===== config.mk =====
export PLATFORM = sky130hd
export DESIGN_NAME = rc4_keystream_cipher_top
export DESIGN_NICKNAME = d
export VERILOG_FILES = /design/src/hw/rtl/rc4_pkg.sv /design/src/hw/rtl/rc4_ram.sv /design/src/hw/rtl/rc4_useq.sv /design/src/hw/rtl/rc4_dpath.sv /design/src/hw/rtl/rc4_keystream_cipher_top.sv
export SDC_FILE = /design/constraint.sdc
export NUM_CORES = 2
export LEC_CHECK = 0
export ABC_AREA = 1
export BUFFER_PORTS_ARGS = -buffer_cell sky130_fd_sc_hd__buf_2
export CAP_MARGIN = 15
export CORE_MARGIN = 4
export CORE_UTILIZATION = 55
export CTS_BUF_LIST = sky130_fd_sc_hd__clkbuf_4 sky130_fd_sc_hd__clkbuf_8
export DETAILED_ROUTE_END_ITERATION = 10
export PLACE_DENSITY = 0.73
export SLEW_MARGIN = 5
export SYNTH_ARGS = -nofsm -noshare
export SYNTH_HDL_FRONTEND = slang
export SYNTH_SLANG_ARGS = --single-unit

===== constraint.sdc =====
create_clock -name clk -period 12.65 [get_ports clk]
set_input_delay 2.53 -clock clk [delete_from_list [all_inputs] [get_ports clk]]
set_output_delay 2.53 -clock clk [all_outputs]
set_load 0.01 [all_outputs]

===== src/hw/rtl/rc4_pkg.sv =====
`timescale 1ns / 1ps

package rc4_pkg;

  // Key schedule limits and table size
  localparam int KEY_MAX     = 256;
  localparam int TABLE_DEPTH = 256;
  localparam int KEY_LEN_W   = 9;

  // Command codes carried in the input word
  localparam logic [1:0] CMD_LOAD     = 2'd0;
  localparam logic [1:0] CMD_SCHEDULE = 2'd1;
  localparam logic [1:0] CMD_CRYPT    = 2'd2;

  typedef struct packed {
    logic [1:0] command;
    logic [7:0] key_index;
    logic [7:0] byte_in;
    logic       end_of_message;
  } in_word_t;

  typedef struct packed {
    logic [7:0] byte_out;
    logic [7:0] keystream_byte;
    logic       last_byte;
  } out_word_t;

  // Microprogram addresses
  typedef logic [3:0] upc_t;
  localparam upc_t UPC_FETCH = 4'd0;
  localparam upc_t UPC_FILL  = 4'd1;
  localparam upc_t UPC_KSA0  = 4'd2;
  localparam upc_t UPC_KSA1  = 4'd3;
  localparam upc_t UPC_KSA2  = 4'd4;
  localparam upc_t UPC_KSA3  = 4'd5;
  localparam upc_t UPC_SEND  = 4'd6;
  localparam upc_t UPC_CR1   = 4'd7;
  localparam upc_t UPC_CR2   = 4'd8;
  localparam upc_t UPC_CR3   = 4'd9;

  // State table read address source
  typedef enum logic [2:0] {
    RA_N,
    RA_ACC_NEXT,
    RA_I_NEXT,
    RA_J_NEXT,
    RA_SUM,
    RA_T
  } raddr_sel_t;

  // State table write address source
  typedef enum logic [1:0] {
    WA_N,
    WA_ACC,
    WA_I,
    WA_J
  } waddr_sel_t;

  // State table write data source
  typedef enum logic [1:0] {
    WD_N,
    WD_RDATA,
    WD_TMPA
  } wdata_sel_t;

  // Register update performed by the datapath in one step
  typedef enum logic [3:0] {
    OP_NOP,
    OP_FETCH,
    OP_FILL,
    OP_KSA_ACC,
    OP_KSA_ADV,
    OP_SCHED_END,
    OP_CR_J,
    OP_CR_T,
    OP_CR_OUT
  } dp_op_t;

  // Sequencer branch kind
  typedef enum logic [2:0] {
    JMP_NEXT,
    JMP_GOTO,
    JMP_LOOP,
    JMP_DISPATCH,
    JMP_OUT
  } jump_t;

  typedef struct packed {
    raddr_sel_t raddr;
    waddr_sel_t waddr;
    wdata_sel_t wdata;
    logic       we;
    dp_op_t     op;
    jump_t      jump;
    upc_t       target;
  } ctrl_t;

  typedef struct packed {
    logic n_last;
    logic out_free;
  } dp_status_t;

  // Control store: one control word per microprogram step
  function automatic ctrl_t microcode(upc_t upc);
    ctrl_t cw;
    cw = '{raddr: RA_I_NEXT, waddr: WA_N, wdata: WD_N, we: 1'b0,
           op: OP_NOP, jump: JMP_GOTO, target: UPC_FETCH};
    unique case (upc)
      UPC_FETCH: begin
        cw.op   = OP_FETCH;
        cw.jump = JMP_DISPATCH;
      end
      UPC_FILL: begin
        cw.we     = 1'b1;
        cw.waddr  = WA_N;
        cw.wdata  = WD_N;
        cw.op     = OP_FILL;
        cw.jump   = JMP_LOOP;
        cw.target = UPC_FILL;
      end
      UPC_KSA0: begin
        cw.raddr = RA_N;
        cw.jump  = JMP_NEXT;
      end
      UPC_KSA1: begin
        cw.raddr = RA_ACC_NEXT;
        cw.op    = OP_KSA_ACC;
        cw.jump  = JMP_NEXT;
      end
      UPC_KSA2: begin
        cw.we    = 1'b1;
        cw.waddr = WA_N;
        cw.wdata = WD_RDATA;
        cw.jump  = JMP_NEXT;
      end
      UPC_KSA3: begin
        cw.we     = 1'b1;
        cw.waddr  = WA_ACC;
        cw.wdata  = WD_TMPA;
        cw.op     = OP_KSA_ADV;
        cw.jump   = JMP_LOOP;
        cw.target = UPC_KSA0;
      end
      UPC_SEND: begin
        cw.op     = OP_SCHED_END;
        cw.jump   = JMP_GOTO;
        cw.target = UPC_FETCH;
      end
      UPC_CR1: begin
        cw.raddr = RA_J_NEXT;
        cw.op    = OP_CR_J;
        cw.jump  = JMP_NEXT;
      end
      UPC_CR2: begin
        cw.we    = 1'b1;
        cw.waddr = WA_I;
        cw.wdata = WD_RDATA;
        cw.raddr = RA_SUM;
        cw.op    = OP_CR_T;
        cw.jump  = JMP_NEXT;
      end
      UPC_CR3: begin
        cw.we     = 1'b1;
        cw.waddr  = WA_J;
        cw.wdata  = WD_TMPA;
        cw.raddr  = RA_T;
        cw.op     = OP_CR_OUT;
        cw.jump   = JMP_OUT;
        cw.target = UPC_FETCH;
      end
      default: begin
        cw.jump   = JMP_GOTO;
        cw.target = UPC_FETCH;
      end
    endcase
    return cw;
  endfunction

endpackage


===== src/hw/rtl/rc4_ram.sv =====
`timescale 1ns / 1ps

module rc4_ram #(
  parameter int WIDTH = 8,
  parameter int DEPTH = 256
) (
  input  logic                     clk,
  input  logic                     we,
  input  logic [$clog2(DEPTH)-1:0] waddr,
  input  logic [WIDTH-1:0]         wdata,
  input  logic [$clog2(DEPTH)-1:0] raddr,
  output logic [WIDTH-1:0]         rdata
);

  logic [WIDTH-1:0] mem [DEPTH];

  // Write port and registered read port (read returns the old word on a collision)
  always_ff @(posedge clk) begin
    if (we) begin
      mem[waddr] <= wdata;
    end
    rdata <= mem[raddr];
  end

endmodule


===== src/hw/rtl/rc4_useq.sv =====
`timescale 1ns / 1ps

module rc4_useq
  import rc4_pkg::*;
(
  input  logic       clk,
  input  logic       rst,
  input  logic       in_valid,
  input  logic [1:0] command,
  input  dp_status_t status,
  output ctrl_t      ctrl
);

  upc_t upc;
  upc_t upc_next;

  // Fetch the control word for the current step
  assign ctrl = microcode(upc);

  // Pick the next step from the branch field
  always_comb begin
    upc_next = upc_t'(upc + 4'd1);
    unique case (ctrl.jump)
      JMP_NEXT: upc_next = upc_t'(upc + 4'd1);
      JMP_GOTO: upc_next = ctrl.target;
      JMP_LOOP: upc_next = status.n_last ? upc_t'(upc + 4'd1) : ctrl.target;
      JMP_DISPATCH: begin
        upc_next = ctrl.target;
        if (in_valid) begin
          unique case (command)
            CMD_SCHEDULE: upc_next = UPC_FILL;
            CMD_CRYPT:    upc_next = UPC_CR1;
            default:      upc_next = UPC_FETCH;
          endcase
        end
      end
      JMP_OUT:  upc_next = status.out_free ? ctrl.target : upc;
      default:  upc_next = UPC_FETCH;
    endcase
  end

  // Hold the step counter
  always_ff @(posedge clk) begin
    if (rst) begin
      upc <= UPC_FETCH;
    end else begin
      upc <= upc_next;
    end
  end

endmodule


===== src/hw/rtl/rc4_dpath.sv =====
`timescale 1ns / 1ps

module rc4_dpath
  import rc4_pkg::*;
(
  input  logic                 clk,
  input  logic                 rst,
  input  ctrl_t                ctrl,
  input  logic                 in_accept,
  input  in_word_t             in_word,
  input  logic [KEY_LEN_W-1:0] key_len,
  input  logic                 out_ready,
  output logic                 out_valid,
  output out_word_t            out_word,
  output dp_status_t           status
);

  logic [7:0] index_i;
  logic [7:0] index_j;
  logic [7:0] n;
  logic [7:0] kpos;
  logic [7:0] acc;
  logic [7:0] tmp_a;
  logic [7:0] tmp_b;
  logic [7:0] t;
  logic [7:0] data_byte;
  logic       eom;

  logic [7:0] perm_rdata;
  logic [7:0] key_rdata;
  logic [7:0] perm_raddr;
  logic [7:0] perm_waddr;
  logic [7:0] perm_wdata;
  logic       key_we;

  logic [7:0]           acc_next;
  logic [7:0]           i_next;
  logic [7:0]           j_next;
  logic [7:0]           sum;
  logic [KEY_LEN_W-1:0] kpos_inc;
  logic [7:0]           kpos_next;
  logic [7:0]           ks;
  logic                 out_free;

  // Address arithmetic
  assign acc_next  = 8'(acc + perm_rdata + key_rdata);
  assign i_next    = 8'(index_i + 8'd1);
  assign j_next    = 8'(index_j + perm_rdata);
  assign sum       = 8'(tmp_a + perm_rdata);
  assign kpos_inc  = {1'b0, kpos} + KEY_LEN_W'(1);
  assign kpos_next = (kpos_inc == key_len) ? 8'd0 : kpos_inc[7:0];

  // Keystream byte: forward the entries just swapped, else the table read
  assign ks = (t == index_j) ? tmp_a :
              (t == index_i) ? tmp_b : perm_rdata;

  assign out_free = !out_valid || out_ready;
  assign status   = '{n_last: (n == 8'hFF), out_free: out_free};

  // Select state table port addresses and data
  always_comb begin
    unique case (ctrl.raddr)
      RA_N:        perm_raddr = n;
      RA_ACC_NEXT: perm_raddr = acc_next;
      RA_I_NEXT:   perm_raddr = i_next;
      RA_J_NEXT:   perm_raddr = j_next;
      RA_SUM:      perm_raddr = sum;
      RA_T:        perm_raddr = t;
      default:     perm_raddr = n;
    endcase
    unique case (ctrl.waddr)
      WA_N:    perm_waddr = n;
      WA_ACC:  perm_waddr = acc;
      WA_I:    perm_waddr = index_i;
      WA_J:    perm_waddr = index_j;
      default: perm_waddr = n;
    endcase
    unique case (ctrl.wdata)
      WD_N:     perm_wdata = n;
      WD_RDATA: perm_wdata = perm_rdata;
      WD_TMPA:  perm_wdata = tmp_a;
      default:  perm_wdata = n;
    endcase
  end

  assign key_we = in_accept && (in_word.command == CMD_LOAD);

  rc4_ram #(.WIDTH(8), .DEPTH(TABLE_DEPTH)) u_perm (
    .clk   (clk),
    .we    (ctrl.we),
    .waddr (perm_waddr),
    .wdata (perm_wdata),
    .raddr (perm_raddr),
    .rdata (perm_rdata)
  );

  rc4_ram #(.WIDTH(8), .DEPTH(TABLE_DEPTH)) u_key (
    .clk   (clk),
    .we    (key_we),
    .waddr (in_word.key_index),
    .wdata (in_word.byte_in),
    .raddr (kpos),
    .rdata (key_rdata)
  );

  // Indices and output valid
  always_ff @(posedge clk) begin
    if (rst) begin
      index_i   <= 8'd0;
      index_j   <= 8'd0;
      out_valid <= 1'b0;
    end else begin
      if (out_valid && out_ready && (ctrl.op != OP_CR_OUT)) begin
        out_valid <= 1'b0;
      end
      case (ctrl.op)
        OP_FETCH: begin
          if (in_accept && (in_word.command == CMD_CRYPT)) begin
            index_i <= i_next;
          end
        end
        OP_SCHED_END: begin
          index_i <= 8'd0;
          index_j <= 8'd0;
        end
        OP_CR_J: index_j <= j_next;
        OP_CR_OUT: begin
          if (out_free) begin
            out_valid <= 1'b1;
          end
        end
        default: ;
      endcase
    end
  end

  // Working registers and result word
  always_ff @(posedge clk) begin
    case (ctrl.op)
      OP_FETCH: begin
        n    <= 8'd0;
        kpos <= 8'd0;
        acc  <= 8'd0;
        if (in_accept) begin
          data_byte <= in_word.byte_in;
          eom       <= in_word.end_of_message;
        end
      end
      OP_FILL: n <= 8'(n + 8'd1);
      OP_KSA_ACC: begin
        acc   <= acc_next;
        tmp_a <= perm_rdata;
      end
      OP_KSA_ADV: begin
        n    <= 8'(n + 8'd1);
        kpos <= kpos_next;
      end
      OP_CR_J: tmp_a <= perm_rdata;
      OP_CR_T: begin
        tmp_b <= perm_rdata;
        t     <= sum;
      end
      OP_CR_OUT: begin
        if (out_free) begin
          out_word <= '{byte_out: data_byte ^ ks, keystream_byte: ks, last_byte: eom};
        end
      end
      default: ;
    endcase
  end

endmodule


===== src/hw/rtl/rc4_keystream_cipher_top.sv =====
`timescale 1ns / 1ps
// RC4 stream cipher engine driven by a small microprogram over one state table
// RAM and one key RAM. A crypt word runs fetch plus three steps, set by the
// single read and single write port of the state table: the reads of S[i],
// S[j] and S[S[i]+S[j]] depend on each other, and the last step waits there
// while the previous result word has not been taken. A schedule word runs
// fetch, fills the table, does the swap steps KSA0 to KSA3 for each of the
// 256 entries and clears the indices. The user must write the key length
// through cfg_wr_en/cfg_wr_data only while the engine is idle; the block
// does not enforce this. 0 or a value above 256 acts as 256. Run a schedule
// before the first crypt word, and load every key byte it will use.

module rc4_keystream_cipher_top
  import rc4_pkg::*;
(
  input  logic                 clk,
  input  logic                 rst,
  input  logic                 in_valid,
  output logic                 in_ready,
  input  in_word_t             in_word,
  output logic                 out_valid,
  input  logic                 out_ready,
  output out_word_t            out_word,
  input  logic                 cfg_wr_en,
  input  logic [KEY_LEN_W-1:0] cfg_wr_data
);

  logic [KEY_LEN_W-1:0] key_len_cfg;
  logic [KEY_LEN_W-1:0] key_len_eff;
  ctrl_t                ctrl;
  dp_status_t           status;
  logic                 in_accept;

  // Hold the key length register
  always_ff @(posedge clk) begin
    if (rst) begin
      key_len_cfg <= KEY_LEN_W'(16);
    end else if (cfg_wr_en) begin
      key_len_cfg <= cfg_wr_data;
    end
  end

  // Clamp an out-of-range key length to the maximum
  assign key_len_eff = ((key_len_cfg == '0) || (key_len_cfg > KEY_LEN_W'(KEY_MAX))) ?
                       KEY_LEN_W'(KEY_MAX) : key_len_cfg;

  assign in_ready  = (ctrl.jump == JMP_DISPATCH);
  assign in_accept = in_valid && in_ready;

  rc4_useq u_useq (
    .clk      (clk),
    .rst      (rst),
    .in_valid (in_valid),
    .command  (in_word.command),
    .status   (status),
    .ctrl     (ctrl)
  );

  rc4_dpath u_dpath (
    .clk       (clk),
    .rst       (rst),
    .ctrl      (ctrl),
    .in_accept (in_accept),
    .in_word   (in_word),
    .key_len   (key_len_eff),
    .out_ready (out_ready),
    .out_valid (out_valid),
    .out_word  (out_word),
    .status    (status)
  );

endmodule


==> run metrics <==
hold endpoint u_dpath.out_word[0]; post-route cell area 191,000 um2; sequential share of the synthesized area 72.0%; initial antenna violation count 14; drt pass-1 iters 7; worst setup path class reg -> reg; pwr dens 166 nW/um2; CP Launch Type flip-flop; largest net degree at the start of global routing 207; DR iter-0 viols 16,500; Critical Path End Type flip-flop; maximum buffer depth of the clock tree 4; first-pass GRT wire length 714,000 um; Core Util, Final 60.4%; hold_sp u_dpath.eom; postcts setup bufs 0; skew final 0.0956 ns; clock latency on the worst-skew pair 1.22 ns; Via density 6.14; asr flop ratio synth 0%; CTS Buf Count 659; min cycle time layout 6.83 ns; Max FO, Critical Path 206; half-perimeter wire length after placement 271,000 um; Least-Margin Pin Slew 1.27 ns; Die W 572 um; worst setup margin 5.82 ns; Rows 206; EDFF count, synth 4,170; Gate Count Post-Synth 14,700; worst hold margin 0.418 ns; Syn Area/Cell 11.9 um2; Total GRT Usage 28.8%; IO buf count 51; Avg WL per Cell 25.1 um; Final Cycle Share 54.0%; Die Y 572 um; area delta synth->final 9.06%; ANT nets after route 0; CTS tree done; Clock Tree Root clkbuf_8; crit path DAT 7.93 ns; Die Area 327,000 um2; YS warnings 0; count of final setup violators 0; Worst Hold Depth 0; total I/O pin count 52; Synth area leader edfxtp_1; nets 14,700; dominant cells by area after synthesis edfxtp_1 72%, nand2_1 5.4%, nand3_1 5.3%, nor2_1 3.5%, o21ai_0 3.1%; Final Hold Viols 0; Max VDD drop 115 uV; vias in the first global route 113,000; clock sinks 4,216; Hold WC Path Type reg -> reg; commonest non-fill, non-tap cell in the layout edfxtp_1; H-tree lvl count 6; WL final 483,000 um; Peak Freq 146 MHz; RSZ-0062 raised after global routing false; pre-CTS setup slack 5.87 ns; Core ar. 316,000 um2; reg2reg setup slack 5.82 ns; status finished, final reports clean; layout cells sized above 1 8.84%; Unique masters post-synth 51; FF-to-FF End u_dpath.u_perm.rdata[0]; PostCTS Resize Cnt 0; Synth Cell Area 175,000 um2; most frequent cells in the layout 4,170 x edfxtp_1, 2,488 x nand2_1, 1,864 x nand3_1, 1,643 x nor2_1, 1,069 x o21ai_0; Fill cells 24,300; Initial Util 55.4%; max-slew violations 0; Multi-input gate area 42,000 um2; Synth top area share 71.5%; total leakage power 66.2 nW; drc violations 0; Reg-to-Reg Start u_useq.upc[3]; routability congestion estimate 0.915; vias post-DR 118,000; register area 126,000 um2; ys flop type edfxtp_1; gr ovfl total 0; worst-case reg-to-reg path depth 19; Synth Register Bits 4,216; MaxCap Viol Count 0; Slew Limit Headroom 15.2%; quantity of hold-fixing buffers added after cts 0; CP required 13.75 ns; Clk pin slew, worst setup/hold paths 0.06 ns; Area after DPL 178,000 um2; syn nets 14,800
how the worst max path moves through the flow:
| stage | start | end | slack, ns | cells past startpoint |
|---|---|---|---|---|
| 4_1_cts | u_useq.upc[0] | u_dpath.u_perm.rdata[0] | 5.91 | 20 |
| 6_report | u_useq.upc[3] | u_dpath.u_perm.rdata[0] | 5.82 | 19 |
| 2_1_floorplan | u_useq.upc[1] | u_dpath.u_perm.mem[0][2] | -1.29 | 12 |
| 3_5_place_dp | u_useq.upc[0] | u_dpath.u_perm.rdata[0] | 5.87 | 20 |
| 5_1_grt | u_useq.upc[0] | u_dpath.u_perm.rdata[3] | 5.39 | 22 |
| 3_3_place_gp | u_useq.upc[0] | u_dpath.u_perm.rdata[0] | 5.84 | 21 |
power by group:
group / leakage (nW) / total [W] / switching (W) / internal, W
sequential: 38.2 / 0.0159 / 0.000125 / 0.0157
combinational: 21.4 / 0.00471 / 0.00357 / 0.00114
clock: 6.63 / 0.0111 / 0.00533 / 0.00577
total: 66.2 / 0.0317 / 0.00902 / 0.0227
kinds of logic after synthesis:
kind of cell | share of synthesized area [%]
XOR/XNOR | 0.315
AO/OA/AOI/OAI | 6.64
adder cells (fa/ha/maj) | 0.343
flip-flops | 72.0
AND/OR/NAND/NOR | 16.6
buffers and inverters | 4.11
flip-flops by register name (all words and copies together), names as in the netlist, 9 cells and up:
signal              count
u_dpath.u_key.mem    2048
u_dpath.u_perm.mem   2048
key_len_cfg             9
u_dpath.out_word       17
critical path, stage by stage, from the launching register on:
cell and delay (ns):
dfxtp_1 0.46, inv_2 0.10, nand3_2 0.22, nand2_1 0.39, inv_1 0.22, nand2_4 0.28, nand2_8 0.55, buf_4 0.76
buf_12 0.63, buf_4 0.73, buf_4 0.78, nand2_1 0.11, nand3_1 0.10, nand3_1 0.11, nand3_1 0.13, nand3_1 0.11
nand3_1 0.14, nand3_1 0.26, nand3_1 0.25, nand2_1 0.07
cell usage after synthesis (52+ instances only):
library cell	count
a21oi_1	173
buf_2	319
clkbuf_1	628
edfxtp_1	4170
inv_1	766
nand2_1	2516
nand3_1	1864
nand3b_1	478
nor2_1	1646
o211ai_1	118
o21ai_0	1077
o21ai_1	52
o221ai_1	205
o22ai_1	321
metrics by stage:
stage | total power [W] | setup TNS [ns] | std cells
6_report | 0.0317 | 0 | 19300
5_1_grt | 0.0328 | 0 | 19300
4_1_cts | 0.0317 | 0 | 19200
3_5_place_dp | 0.0208 | 0 | 18100
3_3_place_gp | 0.0207 | 0 | 18100
2_1_floorplan | 0.0192 | -2541.15 | 14700
cell type report:
type	count	share of cell area [%]
clock inverter	279	0.872
inverter	784	1.56
sequential	4216	66.1
multi-input combinational	8680	22.0
tap	4160	2.73
clock buffer	893	5.71
timing repair buffer	239	1.05
antenna	15	0.0197
per-layer routing:
metal  wire length, um  up-vias  global-route usage [%]
li1                  -    52400                       -
met1            178000    57200                    38.1
met2            228000     7430                    45.5
met3             51300     1319                    5.69
met4             26300        8                    15.0
met5                56        -                       0
Power figures use the tool's default switching activity.
